==> config.mk <==
export PLATFORM = sky130hd
export DESIGN_NAME = ascii_radix_converter_unit_flat
export DESIGN_NICKNAME = d
export VERILOG_FILES = /design/src/hdl/arc_pkg.sv /design/src/hdl/arc_if.sv /design/src/hdl/arc_datapath.sv /design/src/hdl/arc_controller.sv /design/src/hdl/ascii_radix_converter_unit.sv /design/src/flat_wrapper.sv
export SDC_FILE = /design/constraint.sdc
export NUM_CORES = 1
export LEC_CHECK = 0
export BUFFER_PORTS_ARGS = -buffer_cell sky130_fd_sc_hd__buf_2
export CAP_MARGIN = 10
export CORE_MARGIN = 5
export CORE_UTILIZATION = 65
export CTS_BUF_LIST = sky130_fd_sc_hd__clkbuf_2
export DETAILED_ROUTE_END_ITERATION = 8
export PLACE_DENSITY_LB_ADDON = 0.12
export SLEW_MARGIN = 25
export SYNTH_ARGS = -nofsm -noshare
export SYNTH_HDL_FRONTEND = slang
export SYNTH_HIERARCHICAL = 1
export SYNTH_SLANG_ARGS = --single-unit
==> constraint.sdc <==
create_clock -name clk -period 10.8 [get_ports clk]
set_input_delay 0.54 -clock clk [delete_from_list [all_inputs] [get_ports clk]]
set_output_delay 0.54 -clock clk [all_outputs]
set_load 0.005 [all_outputs]
==> src/hdl/arc_pkg.sv <==
// Shared types, constants and helper functions of the ASCII radix converter.
`default_nettype none

package arc_pkg;

    // ASCII codes used by the digit decoder and the character encoder.
    localparam logic [7:0] CHAR_ZERO  = 8'h30;
    localparam logic [7:0] CHAR_NINE  = 8'h39;
    localparam logic [7:0] CHAR_UA    = 8'h41;
    localparam logic [7:0] CHAR_UF    = 8'h46;
    localparam logic [7:0] CHAR_LA    = 8'h61;
    localparam logic [7:0] CHAR_LF    = 8'h66;
    localparam logic [7:0] CHAR_MINUS = 8'h2D;

    // Conversion modes.
    localparam logic [2:0] MODE_DEC_BIN  = 3'd0;
    localparam logic [2:0] MODE_DEC_HEX  = 3'd1;
    localparam logic [2:0] MODE_DEC_CHAR = 3'd2;
    localparam logic [2:0] MODE_HEX_BIN  = 3'd3;
    localparam logic [2:0] MODE_HEX_DEC  = 3'd4;
    localparam logic [2:0] MODE_BIN_DEC  = 3'd5;
    localparam logic [2:0] MODE_BIN_HEX  = 3'd6;
    localparam logic [2:0] MODE_UNDEF    = 3'd7;

    // Register indexes of the configuration port.
    localparam logic [1:0] REG_CONV_MODE    = 2'd0;
    localparam logic [1:0] REG_RESULT_LIMIT = 2'd1;

    // Status codes of a result item.
    localparam logic [1:0] ST_OK       = 2'd0;
    localparam logic [1:0] ST_BAD      = 2'd1;
    localparam logic [1:0] ST_TOO_LONG = 2'd2;

    // Radix classes of the digit decoder.
    localparam logic [1:0] RDX_DEC = 2'd0;
    localparam logic [1:0] RDX_HEX = 2'd1;
    localparam logic [1:0] RDX_BIN = 2'd2;

    localparam int DABBLE_STEPS = 32;

    typedef enum logic [5:0] {
        S_IDLE   = 6'b000001,
        S_PREP   = 6'b000010,
        S_DABBLE = 6'b000100,
        S_ALIGN  = 6'b001000,
        S_EMIT   = 6'b010000,
        S_SINGLE = 6'b100000
    } arc_state_t;

    typedef enum logic [1:0] {
        RT_NONE   = 2'd0,
        RT_SINGLE = 2'd1,
        RT_DABBLE = 2'd2,
        RT_ALIGN  = 2'd3
    } arc_route_t;

    typedef struct packed {
        logic accept;
        logic prep;
        logic dab_step;
        logic align_shift;
        logic align_done;
        logic emit;
        logic single;
        logic clear;
    } arc_cmd_t;

    typedef struct packed {
        arc_route_t route;
        logic       dab_last;
        logic       align_stop;
        logic       chk_err;
        logic       emit_last;
    } arc_stat_t;

    // Returns {valid, value} of a character under the given radix class.
    function automatic logic [4:0] digit_value(input logic [7:0] c, input logic [1:0] rdx);
        logic [3:0] v;
        logic       ok;
        v  = 4'd0;
        ok = 1'b0;
        if (c >= CHAR_ZERO && c <= CHAR_NINE) begin
            v  = 4'(c - CHAR_ZERO);
            ok = 1'b1;
        end else if (c >= CHAR_UA && c <= CHAR_UF) begin
            v  = 4'(c - CHAR_UA) + 4'd10;
            ok = 1'b1;
        end else if (c >= CHAR_LA && c <= CHAR_LF) begin
            v  = 4'(c - CHAR_LA) + 4'd10;
            ok = 1'b1;
        end
        case (rdx)
            RDX_DEC: ok = ok && (v < 4'd10);
            RDX_BIN: ok = ok && (v < 4'd2);
            default: ok = ok;
        endcase
        return {ok, v};
    endfunction

    function automatic logic [7:0] hex_char(input logic [3:0] v);
        return (v < 4'd10) ? (CHAR_ZERO + 8'(v)) : (CHAR_UA + 8'(v - 4'd10));
    endfunction

endpackage

`default_nettype wire

==> src/hdl/arc_if.sv <==
// Valid/ready channel interfaces for characters in and result items out.
`default_nettype none

interface arc_in_if;
    logic       valid;
    logic       ready;
    logic [7:0] in_char;
    logic       char_present;
    logic       string_end;

    modport source (output valid, output in_char, output char_present, output string_end,
                    input ready);
    modport sink   (input valid, input in_char, input char_present, input string_end,
                    output ready);
endinterface

interface arc_out_if;
    logic       valid;
    logic       ready;
    logic [7:0] out_char;
    logic       out_present;
    logic       out_last;
    logic [1:0] status;

    modport source (output valid, output out_char, output out_present, output out_last,
                    output status, input ready);
    modport sink   (input valid, input out_char, input out_present, input out_last,
                    input status, output ready);
endinterface

`default_nettype wire

==> src/hdl/arc_datapath.sv <==
// Datapath: accumulator, BCD converter, alignment shifter and result register.
`default_nettype none

module arc_datapath #(
    parameter int MAX_RESULT_CHARS = 64,
    parameter int HEX_DIGITS_MAX   = 16
) (
    input  wire logic             clk,
    input  wire logic             rst_n,
    input  wire logic             cfg_we,
    input  wire logic [1:0]       cfg_index,
    input  wire logic [6:0]       cfg_data,
    input  wire logic [7:0]       in_char,
    input  wire logic             char_present,
    input  wire arc_pkg::arc_cmd_t  cmd,
    output arc_pkg::arc_stat_t      stat,
    output logic [7:0]            out_char,
    output logic                  out_present,
    output logic                  out_last,
    output logic [1:0]            status
);
    import arc_pkg::*;

    logic [2:0]  mode_reg;
    logic [6:0]  limit_reg;
    logic [63:0] accum_reg, accum_next;
    logic [6:0]  dc_reg, dc_next;
    logic        bad_reg, bad_next;
    logic        ovf_reg, ovf_next;
    logic [63:0] work_reg;
    logic [71:0] dab_reg;
    logic [5:0]  cnt_reg;
    logic [5:0]  target_reg;
    logic [6:0]  total_reg;
    logic [6:0]  len_reg;
    logic        neg_reg;
    logic        fixed_reg, nib_reg, bitemit_reg, hexchk_reg;
    logic [7:0]  sing_char_reg;
    logic        sing_pres_reg;
    logic [1:0]  sing_st_reg;
    logic [7:0]  out_char_reg;
    logic        out_present_reg, out_last_reg;
    logic [1:0]  status_reg;

    // Character decode and accumulation.
    logic [1:0]  rdx;
    logic [4:0]  dv;
    logic [67:0] dec_sum;

    always_comb begin
        if (mode_reg <= MODE_DEC_CHAR)     rdx = RDX_DEC;
        else if (mode_reg <= MODE_HEX_DEC) rdx = RDX_HEX;
        else                               rdx = RDX_BIN;
        dv      = digit_value(in_char, rdx);
        dec_sum = {1'b0, accum_reg, 3'b000} + {3'b000, accum_reg, 1'b0} + 68'(dv[3:0]);
    end

    always_comb begin
        accum_next = accum_reg;
        dc_next    = dc_reg;
        bad_next   = bad_reg;
        ovf_next   = ovf_reg;
        if (cmd.clear) begin
            accum_next = '0;
            dc_next    = '0;
            bad_next   = 1'b0;
            ovf_next   = 1'b0;
        end else if (cmd.accept && char_present && mode_reg != MODE_UNDEF) begin
            if (!dv[4]) begin
                bad_next = 1'b1;
            end else begin
                case (rdx)
                    RDX_DEC:
                        if (ovf_reg || dec_sum[67:64] != 4'd0) ovf_next = 1'b1;
                        else accum_next = dec_sum[63:0];
                    RDX_HEX: accum_next = {accum_reg[59:0], dv[3:0]};
                    default: accum_next = {accum_reg[62:0], dv[0]};
                endcase
                if (dc_reg != 7'd127) dc_next = dc_reg + 7'd1;
            end
        end
    end

    // End-of-string decisions, evaluated on the settled string state.
    logic [6:0]  cap;
    logic [63:0] v_unsigned, v_signed;
    logic [8:0]  bits4;
    logic [5:0]  hexk;
    logic [31:0] mag;

    always_comb begin
        cap        = (limit_reg == 7'd0) ? 7'd0 : limit_reg - 7'd1;
        if (cap > 7'(MAX_RESULT_CHARS)) cap = 7'(MAX_RESULT_CHARS);
        v_unsigned = ovf_reg ? '1 : accum_reg;
        v_signed   = (ovf_reg || accum_reg[63]) ? {1'b0, {63{1'b1}}} : accum_reg;
        bits4      = {dc_reg, 2'b00};
        hexk       = 6'((8'(dc_reg) + 8'd3) >> 2);
        mag        = accum_reg[31] ? (32'd0 - accum_reg[31:0]) : accum_reg[31:0];
    end

    logic       p_route_single;
    arc_route_t p_route;
    logic [7:0] p_char;
    logic       p_pres;
    logic [1:0] p_st;

    always_comb begin
        p_char = 8'd0;
        p_pres = 1'b0;
        p_st   = ST_OK;
        p_route = RT_ALIGN;
        if (mode_reg == MODE_UNDEF) begin
            p_route = RT_NONE;
        end else if (bad_reg || (mode_reg == MODE_DEC_BIN && dc_reg == 7'd0)) begin
            p_route = RT_SINGLE;
            p_st    = ST_BAD;
        end else begin
            case (mode_reg)
                MODE_DEC_CHAR: begin
                    p_route = RT_SINGLE;
                    if (v_signed > 64'd255 || cap == 7'd0) begin
                        p_st = ST_TOO_LONG;
                    end else begin
                        p_char = v_signed[7:0];
                        p_pres = 1'b1;
                    end
                end
                MODE_HEX_BIN: begin
                    if (dc_reg == 7'd0) begin
                        p_route = RT_SINGLE;
                    end else if (dc_reg > 7'(HEX_DIGITS_MAX) || bits4 > 9'(cap)) begin
                        p_route = RT_SINGLE;
                        p_st    = ST_TOO_LONG;
                    end
                end
                MODE_BIN_HEX: begin
                    if (hexk == 6'd0) begin
                        p_route = RT_SINGLE;
                    end else if (hexk > 6'(HEX_DIGITS_MAX) || 7'(hexk) > cap) begin
                        p_route = RT_SINGLE;
                        p_st    = ST_TOO_LONG;
                    end
                end
                MODE_HEX_DEC, MODE_BIN_DEC: p_route = RT_DABBLE;
                default: p_route = RT_ALIGN;
            endcase
        end
    end
    assign p_route_single = (p_route == RT_SINGLE);

    // Double-dabble step: add three to every BCD digit of five or more, then shift.
    logic [39:0] bcd_adj;
    logic [71:0] dab_nx;

    always_comb begin
        for (int i = 0; i < 10; i++) begin
            bcd_adj[4*i +: 4] = (dab_reg[32 + 4*i +: 4] >= 4'd5) ?
                                dab_reg[32 + 4*i +: 4] + 4'd3 : dab_reg[32 + 4*i +: 4];
        end
        dab_nx = {bcd_adj[38:0], dab_reg[31:0], 1'b0};
    end

    // Alignment and length check.
    logic       top_nz;
    logic [6:0] len_calc;
    logic [7:0] chars;

    always_comb begin
        top_nz   = nib_reg ? (work_reg[63:60] != 4'd0) : work_reg[63];
        len_calc = fixed_reg ? total_reg : total_reg - 7'(cnt_reg);
        chars    = 8'(len_calc) + 8'(neg_reg);
    end

    always_comb begin
        stat.route      = p_route;
        stat.dab_last   = (cnt_reg == 6'(DABBLE_STEPS - 1));
        stat.align_stop = fixed_reg ? (cnt_reg == target_reg)
                                    : (top_nz || cnt_reg == target_reg);
        stat.chk_err    = (chars > 8'(cap)) ||
                          (hexchk_reg && len_calc > 7'(HEX_DIGITS_MAX));
        stat.emit_last  = !neg_reg && len_reg == 7'd1;
    end

    always_ff @(posedge clk or negedge rst_n) begin
        if (!rst_n) begin
            mode_reg  <= MODE_DEC_BIN;
            limit_reg <= 7'd65;
            accum_reg <= '0;
            dc_reg    <= '0;
            bad_reg   <= 1'b0;
            ovf_reg   <= 1'b0;
        end else begin
            if (cfg_we && cfg_index == REG_CONV_MODE)    mode_reg  <= cfg_data[2:0];
            if (cfg_we && cfg_index == REG_RESULT_LIMIT) limit_reg <= cfg_data;
            accum_reg <= accum_next;
            dc_reg    <= dc_next;
            bad_reg   <= bad_next;
            ovf_reg   <= ovf_next;
        end
    end

    always_ff @(posedge clk) begin
        if (cmd.prep) begin
            cnt_reg       <= '0;
            neg_reg       <= 1'b0;
            hexchk_reg    <= 1'b0;
            sing_char_reg <= p_char;
            sing_pres_reg <= p_pres;
            sing_st_reg   <= p_st;
            dab_reg       <= {40'd0, mag};
            case (mode_reg)
                MODE_DEC_BIN: begin
                    work_reg    <= v_unsigned;
                    fixed_reg   <= 1'b0;
                    nib_reg     <= 1'b0;
                    bitemit_reg <= 1'b1;
                    target_reg  <= 6'd63;
                    total_reg   <= 7'd64;
                end
                MODE_DEC_HEX: begin
                    work_reg    <= v_signed;
                    fixed_reg   <= 1'b0;
                    nib_reg     <= 1'b1;
                    bitemit_reg <= 1'b0;
                    hexchk_reg  <= 1'b1;
                    target_reg  <= 6'd15;
                    total_reg   <= 7'd16;
                end
                MODE_HEX_BIN: begin
                    work_reg    <= accum_reg;
                    fixed_reg   <= 1'b1;
                    nib_reg     <= 1'b1;
                    bitemit_reg <= 1'b1;
                    target_reg  <= 6'd16 - dc_reg[5:0];
                    total_reg   <= bits4[6:0];
                end
                MODE_BIN_HEX: begin
                    work_reg    <= accum_reg;
                    fixed_reg   <= 1'b1;
                    nib_reg     <= 1'b1;
                    bitemit_reg <= 1'b0;
                    target_reg  <= 6'd16 - hexk;
                    total_reg   <= 7'(hexk);
                end
                default: begin
                    work_reg    <= accum_reg;
                    fixed_reg   <= 1'b0;
                    nib_reg     <= 1'b1;
                    bitemit_reg <= 1'b0;
                    target_reg  <= 6'd9;
                    total_reg   <= 7'd10;
                    neg_reg     <= accum_reg[31];
                end
            endcase
        end else if (cmd.dab_step) begin
            dab_reg <= dab_nx;
            if (stat.dab_last) begin
                cnt_reg  <= '0;
                work_reg <= {dab_nx[71:32], 24'd0};
            end else begin
                cnt_reg <= cnt_reg + 6'd1;
            end
        end else if (cmd.align_shift) begin
            work_reg <= nib_reg ? {work_reg[59:0], 4'd0} : {work_reg[62:0], 1'b0};
            cnt_reg  <= cnt_reg + 6'd1;
        end else if (cmd.align_done) begin
            len_reg     <= len_calc;
            sing_char_reg <= 8'd0;
            sing_pres_reg <= 1'b0;
            sing_st_reg   <= ST_TOO_LONG;
        end else if (cmd.emit) begin
            if (neg_reg) begin
                neg_reg <= 1'b0;
            end else begin
                work_reg <= bitemit_reg ? {work_reg[62:0], 1'b0} : {work_reg[59:0], 4'd0};
                len_reg  <= len_reg - 7'd1;
            end
        end

        if (cmd.emit) begin
            out_present_reg <= 1'b1;
            out_last_reg    <= stat.emit_last;
            status_reg      <= ST_OK;
            if (neg_reg)          out_char_reg <= CHAR_MINUS;
            else if (bitemit_reg) out_char_reg <= CHAR_ZERO + 8'(work_reg[63]);
            else                  out_char_reg <= hex_char(work_reg[63:60]);
        end else if (cmd.single) begin
            out_char_reg    <= sing_char_reg;
            out_present_reg <= sing_pres_reg;
            out_last_reg    <= 1'b1;
            status_reg      <= sing_st_reg;
        end
    end

    assign out_char    = out_char_reg;
    assign out_present = out_present_reg;
    assign out_last    = out_last_reg;
    assign status      = status_reg;

`ifndef SYNTHESIS
    a_single_route_keeps_status: assert property (@(posedge clk) disable iff (!rst_n)
        cmd.prep && p_route_single && p_pres |-> p_st == ST_OK)
        else $error("character result prepared with an error status");
    a_emit_has_digits: assert property (@(posedge clk) disable iff (!rst_n)
        cmd.emit && !neg_reg |-> len_reg != 7'd0)
        else $error("digit emitted with no digits left");
    a_count_not_cleared_on_accept: assert property (@(posedge clk) disable iff (!rst_n)
        cmd.accept && !cmd.clear && dc_reg != 7'd127 && char_present && dv[4]
        && mode_reg != MODE_UNDEF |=> dc_reg == $past(dc_reg) + 7'd1)
        else $error("digit counter did not advance on a valid digit");
`endif

endmodule

`default_nettype wire

==> src/hdl/arc_controller.sv <==
// Controller state machine sequencing accumulation, conversion and emission.
`default_nettype none

module arc_controller (
    input  wire logic              clk,
    input  wire logic              rst_n,
    input  wire logic              in_valid,
    input  wire logic              string_end,
    output logic                   in_ready,
    output logic                   out_valid,
    input  wire logic              out_ready,
    input  wire arc_pkg::arc_stat_t stat,
    output arc_pkg::arc_cmd_t       cmd
);
    import arc_pkg::*;

    arc_state_t state_reg, state_next;
    logic       out_valid_reg, out_valid_next;
    logic       out_free;

    assign out_free = !out_valid_reg || out_ready;

    always_comb begin
        state_next = state_reg;
        cmd        = '0;
        in_ready   = 1'b0;
        unique case (state_reg)
            S_IDLE: begin
                in_ready   = 1'b1;
                cmd.accept = in_valid;
                if (in_valid && string_end) state_next = S_PREP;
            end
            S_PREP: begin
                cmd.prep = 1'b1;
                unique case (stat.route)
                    RT_NONE: begin
                        cmd.clear  = 1'b1;
                        state_next = S_IDLE;
                    end
                    RT_SINGLE: state_next = S_SINGLE;
                    RT_DABBLE: state_next = S_DABBLE;
                    default:   state_next = S_ALIGN;
                endcase
            end
            S_DABBLE: begin
                cmd.dab_step = 1'b1;
                if (stat.dab_last) state_next = S_ALIGN;
            end
            S_ALIGN: begin
                if (stat.align_stop) begin
                    cmd.align_done = 1'b1;
                    state_next     = stat.chk_err ? S_SINGLE : S_EMIT;
                end else begin
                    cmd.align_shift = 1'b1;
                end
            end
            S_EMIT: begin
                if (out_free) begin
                    cmd.emit = 1'b1;
                    if (stat.emit_last) begin
                        cmd.clear  = 1'b1;
                        state_next = S_IDLE;
                    end
                end
            end
            S_SINGLE: begin
                if (out_free) begin
                    cmd.single = 1'b1;
                    cmd.clear  = 1'b1;
                    state_next = S_IDLE;
                end
            end
            default: state_next = S_IDLE;
        endcase
    end

    always_comb begin
        out_valid_next = out_valid_reg;
        if (out_ready) out_valid_next = 1'b0;
        if (cmd.emit || cmd.single) out_valid_next = 1'b1;
    end

    always_ff @(posedge clk or negedge rst_n) begin
        if (!rst_n) begin
            state_reg     <= S_IDLE;
            out_valid_reg <= 1'b0;
        end else begin
            state_reg     <= state_next;
            out_valid_reg <= out_valid_next;
        end
    end

    assign out_valid = out_valid_reg;

`ifndef SYNTHESIS
    a_end_starts_prep: assert property (@(posedge clk) disable iff (!rst_n)
        in_valid && in_ready && string_end |=> state_reg == S_PREP)
        else $error("string end did not start result preparation");
    a_load_only_when_free: assert property (@(posedge clk) disable iff (!rst_n)
        cmd.emit || cmd.single |-> out_free)
        else $error("result register overwritten while still held");
    a_no_accept_while_busy: assert property (@(posedge clk) disable iff (!rst_n)
        in_ready |-> state_reg == S_IDLE && !cmd.emit && !cmd.single)
        else $error("input taken while a string is being converted");
`endif

endmodule

`default_nettype wire

==> src/hdl/ascii_radix_converter_unit.sv <==
// Top level of the ASCII radix converter: controller plus datapath.
//
// Usage. Characters of one number string arrive on the chr channel, one transaction
// each; string_end marks the last one (its character, if present, is taken first).
// The conv_mode (index 0) and result_limit (index 1) registers are written through
// cfg_we/cfg_index/cfg_data while no string is in flight; other indexes are ignored.
// While idle the block takes each character transaction at once, so characters
// may follow back to back. At string end the block stops taking input while it
// converts: it prepares, runs the BCD conversion for signed decimal output, then
// makes the alignment shifts (one digit each) and the length check, then gives one
// result transaction per cycle on res while the receiver is ready, most significant
// character first, out_last on the final one. Errors and empty results give a
// single transaction instead.
// The result register frees the input side as soon as the last result is loaded,
// so the next string may begin while that transaction still waits. When the
// receiver stalls, emission simply pauses; nothing is lost. Reset clears the
// string state and sets conv_mode to 0 and result_limit to 65.
`default_nettype none

module ascii_radix_converter_unit #(
    parameter int MAX_RESULT_CHARS = 64,
    parameter int HEX_DIGITS_MAX   = 16
) (
    input  wire logic       clk,
    input  wire logic       rst_n,
    input  wire logic       cfg_we,
    input  wire logic [1:0] cfg_index,
    input  wire logic [6:0] cfg_data,
    arc_in_if.sink          chr,
    arc_out_if.source       res
);
    import arc_pkg::*;

    // Command and status bundles between the sequencer and the datapath.
    arc_cmd_t  cmd;
    arc_stat_t stat;

    arc_controller u_ctrl (
        .clk        (clk),
        .rst_n      (rst_n),
        .in_valid   (chr.valid),
        .string_end (chr.string_end),
        .in_ready   (chr.ready),
        .out_valid  (res.valid),
        .out_ready  (res.ready),
        .stat       (stat),
        .cmd        (cmd)
    );

    arc_datapath #(
        .MAX_RESULT_CHARS (MAX_RESULT_CHARS),
        .HEX_DIGITS_MAX   (HEX_DIGITS_MAX)
    ) u_dp (
        .clk          (clk),
        .rst_n        (rst_n),
        .cfg_we       (cfg_we),
        .cfg_index    (cfg_index),
        .cfg_data     (cfg_data),
        .in_char      (chr.in_char),
        .char_present (chr.char_present),
        .cmd          (cmd),
        .stat         (stat),
        .out_char     (res.out_char),
        .out_present  (res.out_present),
        .out_last     (res.out_last),
        .status       (res.status)
    );

endmodule

`default_nettype wire

==> src/flat_wrapper.sv <==
// flat-port wrapper written by rule: the top's interface ports become plain ports
module ascii_radix_converter_unit_flat import arc_pkg::*;
#(
    parameter int MAX_RESULT_CHARS = 64,
    parameter int HEX_DIGITS_MAX   = 16
)
  (clk, rst_n, cfg_we, cfg_index, cfg_data, chr_valid, chr_in_char, chr_char_present, chr_string_end, chr_ready, res_valid, res_out_char, res_out_present, res_out_last, res_status, res_ready);
  arc_in_if chr_i ();
  arc_out_if res_i ();
  input  wire logic clk;
  input  wire logic rst_n;
  input  wire logic cfg_we;
  input  wire logic [1:0] cfg_index;
  input  wire logic [6:0] cfg_data;
  input wire logic [$bits(chr_i.valid)-1:0] chr_valid;
  input wire logic [$bits(chr_i.in_char)-1:0] chr_in_char;
  input wire logic [$bits(chr_i.char_present)-1:0] chr_char_present;
  input wire logic [$bits(chr_i.string_end)-1:0] chr_string_end;
  output wire logic [$bits(chr_i.ready)-1:0] chr_ready;
  output wire logic [$bits(res_i.valid)-1:0] res_valid;
  output wire logic [$bits(res_i.out_char)-1:0] res_out_char;
  output wire logic [$bits(res_i.out_present)-1:0] res_out_present;
  output wire logic [$bits(res_i.out_last)-1:0] res_out_last;
  output wire logic [$bits(res_i.status)-1:0] res_status;
  input wire logic [$bits(res_i.ready)-1:0] res_ready;
  assign chr_i.valid = chr_valid;
  assign chr_i.in_char = chr_in_char;
  assign chr_i.char_present = chr_char_present;
  assign chr_i.string_end = chr_string_end;
  assign chr_ready = chr_i.ready;
  assign res_valid = res_i.valid;
  assign res_out_char = res_i.out_char;
  assign res_out_present = res_i.out_present;
  assign res_out_last = res_i.out_last;
  assign res_status = res_i.status;
  assign res_i.ready = res_ready;
  ascii_radix_converter_unit #(.MAX_RESULT_CHARS(MAX_RESULT_CHARS), .HEX_DIGITS_MAX(HEX_DIGITS_MAX)) u_core (.clk(clk), .rst_n(rst_n), .cfg_we(cfg_we), .cfg_index(cfg_index), .cfg_data(cfg_data), .chr(chr_i), .res(res_i));
endmodule
* After elaboration in Yosys (flattened, before gate mapping)
Index checks and enable logic that the tools add are counted.
W data, S select, Z words.
** Storage, ports and cells
- Register bits :: 280
- Latch bits :: 0
- Memory bits (writable) :: 0
- Bits in read-only memories :: 0
- Bits of input ports :: 24
- Output and inout port bits :: 14
- Word-level logic and storage cells :: 331
- Memories kept :: 0
** Cells by class
- $add $sub $neg :: 31
- $mul :: 0
- Divide/modulo/power cells :: 0
- Magnitude comparators :: 29
- Equal/unequal tests :: 38
- Shift-type cells :: 0
- Multiplexer cells :: 142
- Bitwise gates (word level) :: 3
- Reduce and logical (&&, ||, !) cells :: 61
** Operators with widths (count)
- $mux W64 :: 15
- $pmux W64 S2 :: 2
- $mux W8 :: 13
- $mux W32 :: 3
- $mux W7 :: 10
- $add A67 B65 Y68 :: 1
- $add A68 B4 Y68 :: 1
- $gt A64 B8 Y1 const B :: 1
- $mux W6 :: 10
- $mux W4 :: 12
- $mux W1 :: 47
- $mux W2 :: 21
- $ge A4 B3 Y1 const B :: 10
- $add A4 B2 Y4 const B :: 9
- $pmux W6 S6 :: 1
- $sub A1 B32 Y32 const A :: 1
- $pmux W7 S4 :: 1
- $pmux W6 S4 :: 1
- $reduce_bool A2 Y1 :: 12
- $logic_not A7 Y1 :: 3
- $pmux W6 S3 :: 1
- $ge A8 B7 Y1 const B :: 2
- $le A8 B7 Y1 const B :: 2
- $ne A2 B1 Y1 const B :: 8
- 64 further kinds :: 117

* Depth between registers and ports, before layout
Gate-level depths: netlist of the first run.
- Depth after elaboration :: 16
- Gate-level depth with buffers :: 26

* Cells and area by module
Netlist of the first run, hierarchy kept.
** By module, submodules not included
- arc_datapath :: times used 1, cells an instance 2529, area an instance 21627.0 µm², seq. area each 7294.5 µm²
- arc_controller :: times used 1, cells an instance 53, area an instance 493.0 µm², seq. area each 176.4 µm²

* Least setup slack after synthesis of the first run
Ideal clock, no wire load.
- Path type :: register to register
- From :: register u_core.u_ctrl.state_reg[1]
- To :: register u_core.u_dp.work_reg[0] (enable)
- Arrival time :: 4.908 ns
- Setup slack :: 5.393 ns
- Cell stages (with the launch flop) :: 7
- Cells stage by stage :: dfrtp_1 or4_4 nor3b_2 clkbuf_1 clkbuf_1 a311oi_1 o21bai_1
** RTL lines
- start, declared :: RTL line arc_controller.sv:17 : arc_state_t state_reg, state_next;
- start signal, assigned :: RTL line arc_controller.sv:88 : state_reg <= state_next;
- end signal, assigned :: RTL line arc_datapath.sv:213 : work_reg <= v_unsigned;
- end signal, assigned :: RTL line arc_datapath.sv:221 : work_reg <= v_signed;
- end signal, assigned :: RTL line arc_datapath.sv:230 : work_reg <= accum_reg;
- end, declared :: RTL line arc_datapath.sv:30 : logic [63:0] work_reg;

==> results of run 1 <==
[synth_stat cells (23+ instances only)]
library cell                 n  area [um^2]
sky130_fd_sc_hd__ha_1      190         2380
sky130_fd_sc_hd__nand2b_1   58          363
sky130_fd_sc_hd__a21o_1     25          188
sky130_fd_sc_hd__nor2_1    227          852
sky130_fd_sc_hd__nand3_1    56          280
sky130_fd_sc_hd__nor3_1     37          185
sky130_fd_sc_hd__o22ai_1    60          375
sky130_fd_sc_hd__nand2_1   254          953
sky130_fd_sc_hd__xor2_1     77          674
sky130_fd_sc_hd__a21oi_1   240         1200
sky130_fd_sc_hd__edfxtp_1  141         4230
sky130_fd_sc_hd__o21a_1     31          233
sky130_fd_sc_hd__xnor2_1    77          674
sky130_fd_sc_hd__o21ai_0   249         1250
sky130_fd_sc_hd__dfrtp_1    87         2180
sky130_fd_sc_hd__nand4_1    34          213
sky130_fd_sc_hd__inv_1      85          319
sky130_fd_sc_hd__dfxtp_1    49          981
sky130_fd_sc_hd__mux2i_1   123         1230
sky130_fd_sc_hd__a211oi_1   23          173
sky130_fd_sc_hd__clkbuf_1  129          484
[metal layers]
metal / wire, um / vias up / track usage
met5: 0 / - / 0
met2: 28300 / 977 / 0.506
met1: 26700 / 9583 / 0.453
li1: - / 9453 / -
met4: 1920 / 0 / 0.113
met3: 5820 / 158 / 0.0540
[layout make-up]
type,count,share of cell area
Multi-Input combinational cell,2059,0.590
Antenna cell,1,0.000107
Clock inverter,30,0.00649
Timing Repair Buffer,73,0.0214
Tap cell,448,0.0240
Clock buffer,110,0.0236
Inverter,86,0.0138
Sequential cell,280,0.320
[power groups by stage]
stage / Clock (mW) / Sequential [mW] / Combinational [mW]
after global routing: 0.837 / 1.81 / 2.59
after CTS: 0.785 / 1.77 / 2.31
after global placement: 0 / 1.78 / 2.23
after detailed placement: 0 / 1.79 / 2.29
final: 0.767 / 1.79 / 2.35
after floorplan: 0 / 1.62 / 1.80
[metrics by stage]
step           hold WS [ns]  power (mW)
2_1_floorplan         0.244        3.42
3_3_place_gp          0.386        4.01
3_5_place_dp          0.388        4.08
4_1_cts             0.00574        4.86
5_1_grt              0.0580        5.23
6_report             0.0773        4.90
[kinds of logic after synthesis]
kind of cell	after synthesis
multiplexers	156
AND/OR/NAND/NOR	789
AO/OA/AOI/OAI	767
buffers and inverters	243
flip-flops	280
adder cells (fa/ha/maj)	193
XOR/XNOR	154
[worst min-delay path: cells and delay by family]
family | cells | cell delay (ns)
buffers and inverters | 1 | 0.09
multiplexers | 1 | 0.24
AND/OR/NAND/NOR | 1 | 0.09
[worst max path at each step]
stage | from | endpoint | slack, ns
6_report | u_core/u_dp/limit_reg[0] | u_core/u_dp/accum_reg[3] | 4.51
5_1_grt | u_core/u_dp/limit_reg[0] | u_core/u_dp/accum_reg[3] | 3.90
4_1_cts | u_core/u_dp/limit_reg[0] | u_core/u_dp/accum_reg[48] | 4.76
3_5_place_dp | chr_in_char[1] | u_core/u_dp/accum_reg[43] | 4.46
3_3_place_gp | chr_in_char[0] | u_core/u_dp/accum_reg[43] | 4.70
2_1_floorplan | u_core/u_ctrl/state_reg[1] | u_core/u_dp/work_reg[0] | 5.39
==> qor.json, run 1 <==
{
  "grt_util_all_layers": {"value": 0.322},
  "multiInputGateArea": {"value": 13800, "unit": "um^2"},
  "design.portCount": {"value": 38},
  "number_of_flip_flops_under_the_largest_register_name": {"value": 72},
  "cp_slowest_stage_delay": {"value": 0.60, "unit": "ns"},
  "io_buffers": {"value": 37},
  "run_status": {"value": "completed"},
  "placed_cells": {"value": 2931},
  "synthSimpleGateAreaFrac": {"value": 0.169},
  "critical_path.reg2reg.endpoint": {"value": "u_core/u_dp/accum_reg[3]"},
  "avgRoutedWirePerCell": {"value": 20.3, "unit": "um"},
  "slowest_stage": {"value": "sky130_fd_sc_hd__buf_4"},
  "worst_ep_arrival_time": {"value": 7.12, "unit": "ns"},
  "postSynthAreaPerCell": {"value": 8.57, "unit": "um^2"},
  "critPathMaxFanout": {"value": 70},
  "post_synth_num_cell_types": {"value": 87},
  "largest_net_degree_at_the_start_of_global_routing": {"value": 94},
  "drt-vias-per-instance": {"value": 6.53},
  "fin_util": {"value": 0.696},
  "synth_to_final_area_change": {"value": 5.44, "unit": "%"},
  "globalplace.congestion": {"value": 1.02},
  "post_route_cells_drive_above_1_share": {"value": 0.0925},
  "floorplan.initialDensity": {"value": 0.660},
  "regToRegSetupSlack": {"value": 4.51, "unit": "ns"},
  "antenna_violating_nets_post_route": {"value": 0},
  "ys_warn_count": {"value": 6},
  "synthesized_area_fraction_occupied_by_xor_and_xnor_cells": {"value": 0.0610},
  "p_int": {"value": 2.63, "unit": "mW"},
  "cts.path.max_buffers": {"value": 3},
  "timing.fmax": {"value": 159, "unit": "MHz"},
  "post_synth_mux_area_share": {"value": 0.0725},
  "min_period_over_period": {"value": 0.582},
  "sum_neg_setup_slack": {"value": 0, "unit": "ns"},
  "area_fraction_in_compound_gates_after_synthesis": {"value": 0.206},
  "critical_path.endpoint_type": {"value": "flop"},
  "power_leakage": {"value": 9.97, "unit": "nW"},
  "grt_pass1_vias": {"value": 19100},
  "synth_async_reset_ratio": {"value": 0.321},
  "cp_data_required_time": {"value": 11.63, "unit": "ns"},
  "power.density": {"value": 210, "unit": "nW/um^2"},
  "reg2reg_depth": {"value": 28},
  "fin_cells": {"value": 3087},
  "finish.instance_area": {"value": 23300, "unit": "um^2"},
  "nNetsFinal": {"value": 2792},
  "timing_worst_setup_path_type": {"value": "flop to flop"},
  "grt_antenna_before_repair": {"value": 1},
  "synth_ff_type": {"value": "sky130_fd_sc_hd__edfxtp_1"},
  "fin_ws": {"value": 4.51, "unit": "ns"},
  "layout_commonest_cell": {"value": "sky130_fd_sc_hd__nand2_1"},
  "postSynthNetCount": {"value": 2799},
  "sw_frac_of_total": {"value": 0.464},
  "hold_depth": {"value": 3},
  "max_cap_violations": {"value": 0},
  "cts_buffers": {"value": 75},
  "dieArea": {"value": 37800, "unit": "um^2"},
  "critical_path.top_delay_family": {"value": "compound AO/OA/AOI/OAI gates"},
  "cts.repair_timing.setup_buffer_count": {"value": 0},
  "skew": {"value": 0.113, "unit": "ns"},
  "timing.slew.headroom": {"value": 0.317},
  "clock_latency_reported_for_the_late_side_of_the_worst_skew_pair": {"value": 0.96, "unit": "ns"},
  "die-height": {"value": 194, "unit": "um"},
  "worst_supply_voltage_drop_on_vdd": {"value": 0.000146, "unit": "V"},
  "synth_adder_area_share": {"value": 0.110},
  "share_of_power_burned_in_combinational_logic": {"value": 0.479},
  "synth.yosys.seq_area_share": {"value": 0.338},
  "synthCells": {"value": 2582},
  "grt_pass1_wl": {"value": 101000, "unit": "um"},
  "width_of_the_die": {"value": 194, "unit": "um"},
  "detailroute.via_count": {"value": 20171},
  "cts_hold_bufs": {"value": 15},
  "drt-pass1-iter-count": {"value": 6},
  "post-route-drc-count": {"value": 0},
  "setup_viol": {"value": 0},
  "layout_min_cycle_time": {"value": 6.29, "unit": "ns"},
  "fillCellCount": {"value": 2769},
  "core.rowCount": {"value": 67},
  "layout.cells.most_common_list": {"value": "sky130_fd_sc_hd__nand2_1, sky130_fd_sc_hd__o21ai_0, sky130_fd_sc_hd__a21oi_1"},
  "cts.htree.levels": {"value": 3},
  "final-hold-violation-count": {"value": 0},
  "hold-path-endpoint": {"value": "u_core/u_dp/mode_reg[0]"},
  "power_switching": {"value": 2.27, "unit": "mW"},
  "syn-cell-area": {"value": 22100, "unit": "um^2"},
  "synth_enable_flop_cells": {"value": 141},
  "final_max_slew_viol_count": {"value": 0},
  "placement_setup_slack": {"value": 4.46, "unit": "ns"},
  "cts_root_buffer": {"value": "sky130_fd_sc_hd__clkbuf_2"},
  "register_area": {"value": 7470, "unit": "um^2"},
  "worst_setup_hold_path_clk_slew": {"value": 0.10, "unit": "ns"},
  "crit_cells": {"value": 28},
  "final_routed_wirelength_across_all_metal_layers": {"value": 62800, "unit": "um"},
  "startpoint_type": {"value": "flop"},
  "worst_hold_path_type": {"value": "input port to flop"},
  "clock_power_share": {"value": 0.156},
  "dpl.hpwl": {"value": 45000, "unit": "um"},
  "max_slew.worst_pin.slew": {"value": 1.02, "unit": "ns"},
  "rsz0062_at_grt": {"value": "false"},
  "tritoncts": {"value": "yes"},
  "postSynthRegisterBits": {"value": 280},
  "overflow": {"value": 0},
  "cts_sinks": {"value": 280},
  "ctsResizeCount": {"value": 0},
  "fp.coreArea": {"value": 33500, "unit": "um^2"},
  "pwr-share-seq": {"value": 0.365},
  "hold_path_startpoint": {"value": "cfg_index[0]"},
  "drt_iter0_markers": {"value": 1980},
  "crit_top_cell": {"value": "sky130_fd_sc_hd__o21ai_0"},
  "cp_num_buf_inv": {"value": 4},
  "combinational_family_with_the_most_area_after_synthesis": {"value": "compound AO/OA/AOI/OAI gates"},
  "worst_r2r_startpoint": {"value": "u_core/u_dp/limit_reg[0]"},
  "dpl-instance-area": {"value": 22500, "unit": "um^2"}
}
No activity file was read; power rests on OpenSTA's default activity.
==> run 2, diff against run 1 <==
--- a/config.mk
+++ b/config.mk
@@ -5,10 +5,11 @@
 export SDC_FILE = /design/constraint.sdc
 export NUM_CORES = 1
 export LEC_CHECK = 0
+export ABC_AREA = 1
 export BUFFER_PORTS_ARGS = -buffer_cell sky130_fd_sc_hd__buf_2
 export CAP_MARGIN = 10
 export CORE_MARGIN = 5
-export CORE_UTILIZATION = 65
+export CORE_UTILIZATION = 60
 export CTS_BUF_LIST = sky130_fd_sc_hd__clkbuf_2
 export DETAILED_ROUTE_END_ITERATION = 8
 export PLACE_DENSITY_LB_ADDON = 0.12
==> constraint.sdc (replaced) <==
create_clock -name clk -period 5.2 [get_ports clk]
set_input_delay 0.26 -clock clk [delete_from_list [all_inputs] [get_ports clk]]
set_output_delay 0.26 -clock clk [all_outputs]
set_load 0.005 [all_outputs]
==> run 2 against run 1 <==
Effect of this change:
- final area increased by 12%
- register-to-register slack worse by 4.1 ns
- power up 150%
- synthesized area up 11%
- hold slack gained 0.025 ns
- first-iteration DRC count increased by 36%
- via count increased by 24%
- final cell count increased by 37%
- critical path depth increased by 5
==> qor.json, run 2 <==
{
  "run_status": {"value": "completed"},
  "post-route-drc-count": {"value": 0},
  "sw_frac_of_total": {"value": 0.522},
  "crit_top_cell": {"value": "sky130_fd_sc_hd__nand2_1"},
  "synth_top_area_share": {"value": 0.173},
  "yosys-top-cells-count": {"value": "sky130_fd_sc_hd__nand2_1, sky130_fd_sc_hd__inv_1, sky130_fd_sc_hd__nor2_1"},
  "power_leakage": {"value": 13.3, "unit": "nW"},
  "design.portCount": {"value": 38},
  "min_period_over_period": {"value": 0.936},
  "dieArea": {"value": 45000, "unit": "um^2"},
  "worst_supply_voltage_drop_on_vdd": {"value": 0.000259, "unit": "V"},
  "max_slew.worst_pin.slew": {"value": 0.940, "unit": "ns"},
  "ys_warn_count": {"value": 6},
  "detailroute.via_count": {"value": 24979},
  "combinational_family_with_the_most_area_after_synthesis": {"value": "simple AND/OR/NAND/NOR gates"},
  "worst_r2r_startpoint": {"value": "u_core/u_dp/limit_reg[0]"},
  "setup_viol": {"value": 0},
  "nNetsFinal": {"value": 3869},
  "rsz0062_at_grt": {"value": "false"},
  "drt-pass1-iter-count": {"value": 7},
  "finish.instance_area": {"value": 26200, "unit": "um^2"},
  "worst_hold_path_type": {"value": "input port to flop"},
  "io_buffers": {"value": 37},
  "critical_path.endpoint_type": {"value": "flop"},
  "grt_pass1_wl": {"value": 125000, "unit": "um"},
  "drt_iter0_markers": {"value": 2697},
  "synth_ff_type": {"value": "sky130_fd_sc_hd__edfxtp_1"},
  "postSynthAreaPerCell": {"value": 6.84, "unit": "um^2"},
  "synthCells": {"value": 3581},
  "cts_buffers": {"value": 71},
  "hold_path_startpoint": {"value": "cfg_data[2]"},
  "hold-path-endpoint": {"value": "u_core/u_dp/mode_reg[2]"},
  "hold_ws": {"value": 0.103, "unit": "ns"},
  "yosysTopAreaCell": {"value": "sky130_fd_sc_hd__edfxtp_1"},
  "slowest_stage": {"value": "sky130_fd_sc_hd__dlygate4sd3_1"},
  "globalplace.congestion": {"value": 1.02},
  "layout_commonest_cell": {"value": "sky130_fd_sc_hd__nand2_1"},
  "synth_adder_area_share": {"value": 0.0995},
  "post_synth_mux_area_share": {"value": 0},
  "width_of_the_die": {"value": 212, "unit": "um"},
  "cp_data_required_time": {"value": 6.08, "unit": "ns"},
  "pwr-share-seq": {"value": 0.311},
  "cp_slowest_stage_delay": {"value": 0.57, "unit": "ns"},
  "worst_setup_hold_path_clk_slew": {"value": 0.10, "unit": "ns"},
  "post_route_cells_drive_above_1_share": {"value": 0.0865},
  "timing.fmax": {"value": 205, "unit": "MHz"},
  "tritoncts": {"value": "yes"},
  "layout_min_cycle_time": {"value": 4.87, "unit": "ns"},
  "cts.htree.levels": {"value": 3},
  "power.density": {"value": 468, "unit": "nW/um^2"},
  "syn-cell-area": {"value": 24500, "unit": "um^2"},
  "skew": {"value": 0.130, "unit": "ns"},
  "timing_worst_setup_path_type": {"value": "input port to flop"},
  "grt_util_all_layers": {"value": 0.345},
  "postSynthNetCount": {"value": 3798},
  "synth_to_final_area_change": {"value": 6.88, "unit": "%"},
  "avgRoutedWirePerCell": {"value": 18.6, "unit": "um"},
  "final_routed_wirelength_across_all_metal_layers": {"value": 78800, "unit": "um"},
  "hold_depth": {"value": 4},
  "number_of_flip_flops_under_the_largest_register_name": {"value": 72},
  "grt_antenna_before_repair": {"value": 1},
  "floorplan.initialDensity": {"value": 0.602},
  "synth.most_common_cell": {"value": "sky130_fd_sc_hd__nand2_1"},
  "sum_neg_setup_slack": {"value": 0, "unit": "ns"},
  "layout.cells.most_common_list": {"value": "sky130_fd_sc_hd__nand2_1, sky130_fd_sc_hd__inv_1, sky130_fd_sc_hd__nor2_1"},
  "max_cap_violations": {"value": 0},
  "cp_num_buf_inv": {"value": 8},
  "clock_latency_reported_for_the_late_side_of_the_worst_skew_pair": {"value": 1.01, "unit": "ns"},
  "power_switching": {"value": 6.39, "unit": "mW"},
  "core.rowCount": {"value": 74},
  "critical_path.top_delay_family": {"value": "simple AND/OR/NAND/NOR gates"},
  "clock_power_share": {"value": 0.123},
  "synth.yosys.seq_area_share": {"value": 0.305},
  "synth_async_reset_ratio": {"value": 0.321},
  "regToRegSetupSlack": {"value": 0.44, "unit": "ns"},
  "postSynthRegisterBits": {"value": 280},
  "critical_path.reg2reg.endpoint": {"value": "u_core/u_dp/accum_reg[0]"},
  "timing.slew.headroom": {"value": 0.374},
  "reg2reg_depth": {"value": 26},
  "cts_root_buffer": {"value": "sky130_fd_sc_hd__clkbuf_2"},
  "cts.path.max_buffers": {"value": 3},
  "worst_ep_arrival_time": {"value": 5.75, "unit": "ns"},
  "critical_path.startpoint": {"value": "chr_in_char[0]"},
  "placed_cells": {"value": 4065},
  "die-height": {"value": 212, "unit": "um"},
  "final_max_slew_viol_count": {"value": 0},
  "synth.area.top_cells": {"value": "sky130_fd_sc_hd__edfxtp_1, sky130_fd_sc_hd__nand2_1, sky130_fd_sc_hd__ha_1"},
  "synthesized_area_fraction_occupied_by_xor_and_xnor_cells": {"value": 0.0272},
  "post_synth_num_cell_types": {"value": 59},
  "drt-vias-per-instance": {"value": 5.89},
  "fp.coreArea": {"value": 40600, "unit": "um^2"},
  "fin_cells": {"value": 4244},
  "area_fraction_in_compound_gates_after_synthesis": {"value": 0.155},
  "share_of_power_burned_in_combinational_logic": {"value": 0.566},
  "startpoint_type": {"value": "input port"},
  "synthSimpleGateAreaFrac": {"value": 0.300},
  "grt_pass1_vias": {"value": 23727},
  "synth_enable_flop_cells": {"value": 141},
  "antenna_violating_nets_post_route": {"value": 0},
  "final-hold-violation-count": {"value": 0},
  "dpl.hpwl": {"value": 60200, "unit": "um"},
  "overflow": {"value": 0},
  "p_int": {"value": 5.85, "unit": "mW"},
  "cts_sinks": {"value": 280},
  "dpl-instance-area": {"value": 25000, "unit": "um^2"},
  "critPathMaxFanout": {"value": 30},
  "largest_net_degree_at_the_start_of_global_routing": {"value": 96}
}
==> run 2: cell types whose count changed after synthesis, moves of 34 or more <==
cell	previous run	this run
sky130_fd_sc_hd__o22ai_1	60	25
sky130_fd_sc_hd__a21oi_1	240	183
sky130_fd_sc_hd__o211ai_1	16	50
sky130_fd_sc_hd__xnor2_1	77	11
sky130_fd_sc_hd__mux2i_1	123	0
sky130_fd_sc_hd__clkbuf_1	129	76
sky130_fd_sc_hd__nand2b_1	58	0
sky130_fd_sc_hd__nor2_1	227	288
sky130_fd_sc_hd__nand2_1	254	993
sky130_fd_sc_hd__nand3_2	0	49
sky130_fd_sc_hd__inv_1	85	570
sky130_fd_sc_hd__nand3_1	56	201
==> run 2: timing repair <==
| action | 4_1_cts | 5_1_grt |
|---|---|---|
| endpoints found under the hold margin | 113 | 0 |
| buffers inserted | 0 | 2 |
| gates resized for setup | 0 | 10 |
| hold buffers | 43 | 0 |
| setup endpoints to repair | 0 | 64 |
==> run 2: final cells by class <==
class / count / area (um^2)
Fill cell: 3729 / 14500
Tap cell: 532 / 666
Clock inverter: 23 / 91.3
Sequential cell: 280 / 7470
Timing Repair Buffer: 113 / 905
Inverter: 580 / 2180
Clock buffer: 107 / 536
Multi-Input combinational cell: 2606 / 14300
Antenna cell: 3 / 7.51
==> run 2: stage by stage <==
| stage | setup slack (ns) | util | power (mW) |
|---|---|---|---|
| 6_report | 0.332 | 0.644 | 12.2 |
| 5_1_grt | 0.0428 | 0.644 | 13.2 |
| 4_1_cts | 0.160 | 0.642 | 12.0 |
| 3_5_place_dp | 0.304 | 0.616 | 10.5 |
| 3_3_place_gp | 0.539 | 0.616 | 10.3 |
| 2_1_floorplan | 1.05 | - | 8.57 |
==> run 2: power groups by stage <==
stage               logic (mW)  registers [mW]  clock network (mW)
floorplan                 5.08            3.50                   0
global placement          6.53            3.79                   0
detailed placement        6.68            3.80                   0
CTS                       6.75            3.76                1.54
global route              7.71            3.85                1.67
finish                    6.93            3.80                1.51
==> run 2: worst max path at each step <==
stage	slack, ns	endpoint	cells past startpoint
2_1_floorplan	1.05	u_core/u_dp/accum_reg[0]	26
3_3_place_gp	0.54	u_core/u_dp/accum_reg[46]	24
3_5_place_dp	0.30	u_core/u_dp/accum_reg[33]	25
4_1_cts	0.16	u_core/u_dp/accum_reg[0]	26
5_1_grt	0.04	u_core/u_dp/accum_reg[0]	27
6_report	0.33	u_core/u_dp/accum_reg[7]	33
==> run 2: layer usage <==
metal | GRT usage | part of all wire
met1 | 0.474 | 0.42
met2 | 0.551 | 0.45
met3 | 0.0651 | 0.090
met4 | 0.121 | 0.037
met5 | 0 | 0
==> run 2: cell families (layout without fill, tap and decap cells) <==
| group | after synthesis | count (layout) |
|---|---|---|
| buf+inv | 695 | 823 |
| fa+ha+maj | 193 | 193 |
| compound gates | 643 | 643 |
| simple gates | 1694 | 1694 |
| flops | 280 | 280 |
| xor+xnor | 76 | 76 |
| other cells | 0 | 3 |
==> run 2: worst register-to-register path, delay by kind of cell (launching register included) <==
family          cells  cell delay (ns)
compound gates      7             1.02
fa+ha+maj           2             0.48
buf+inv             6             1.23
flops               1             0.56
simple gates       11             1.35
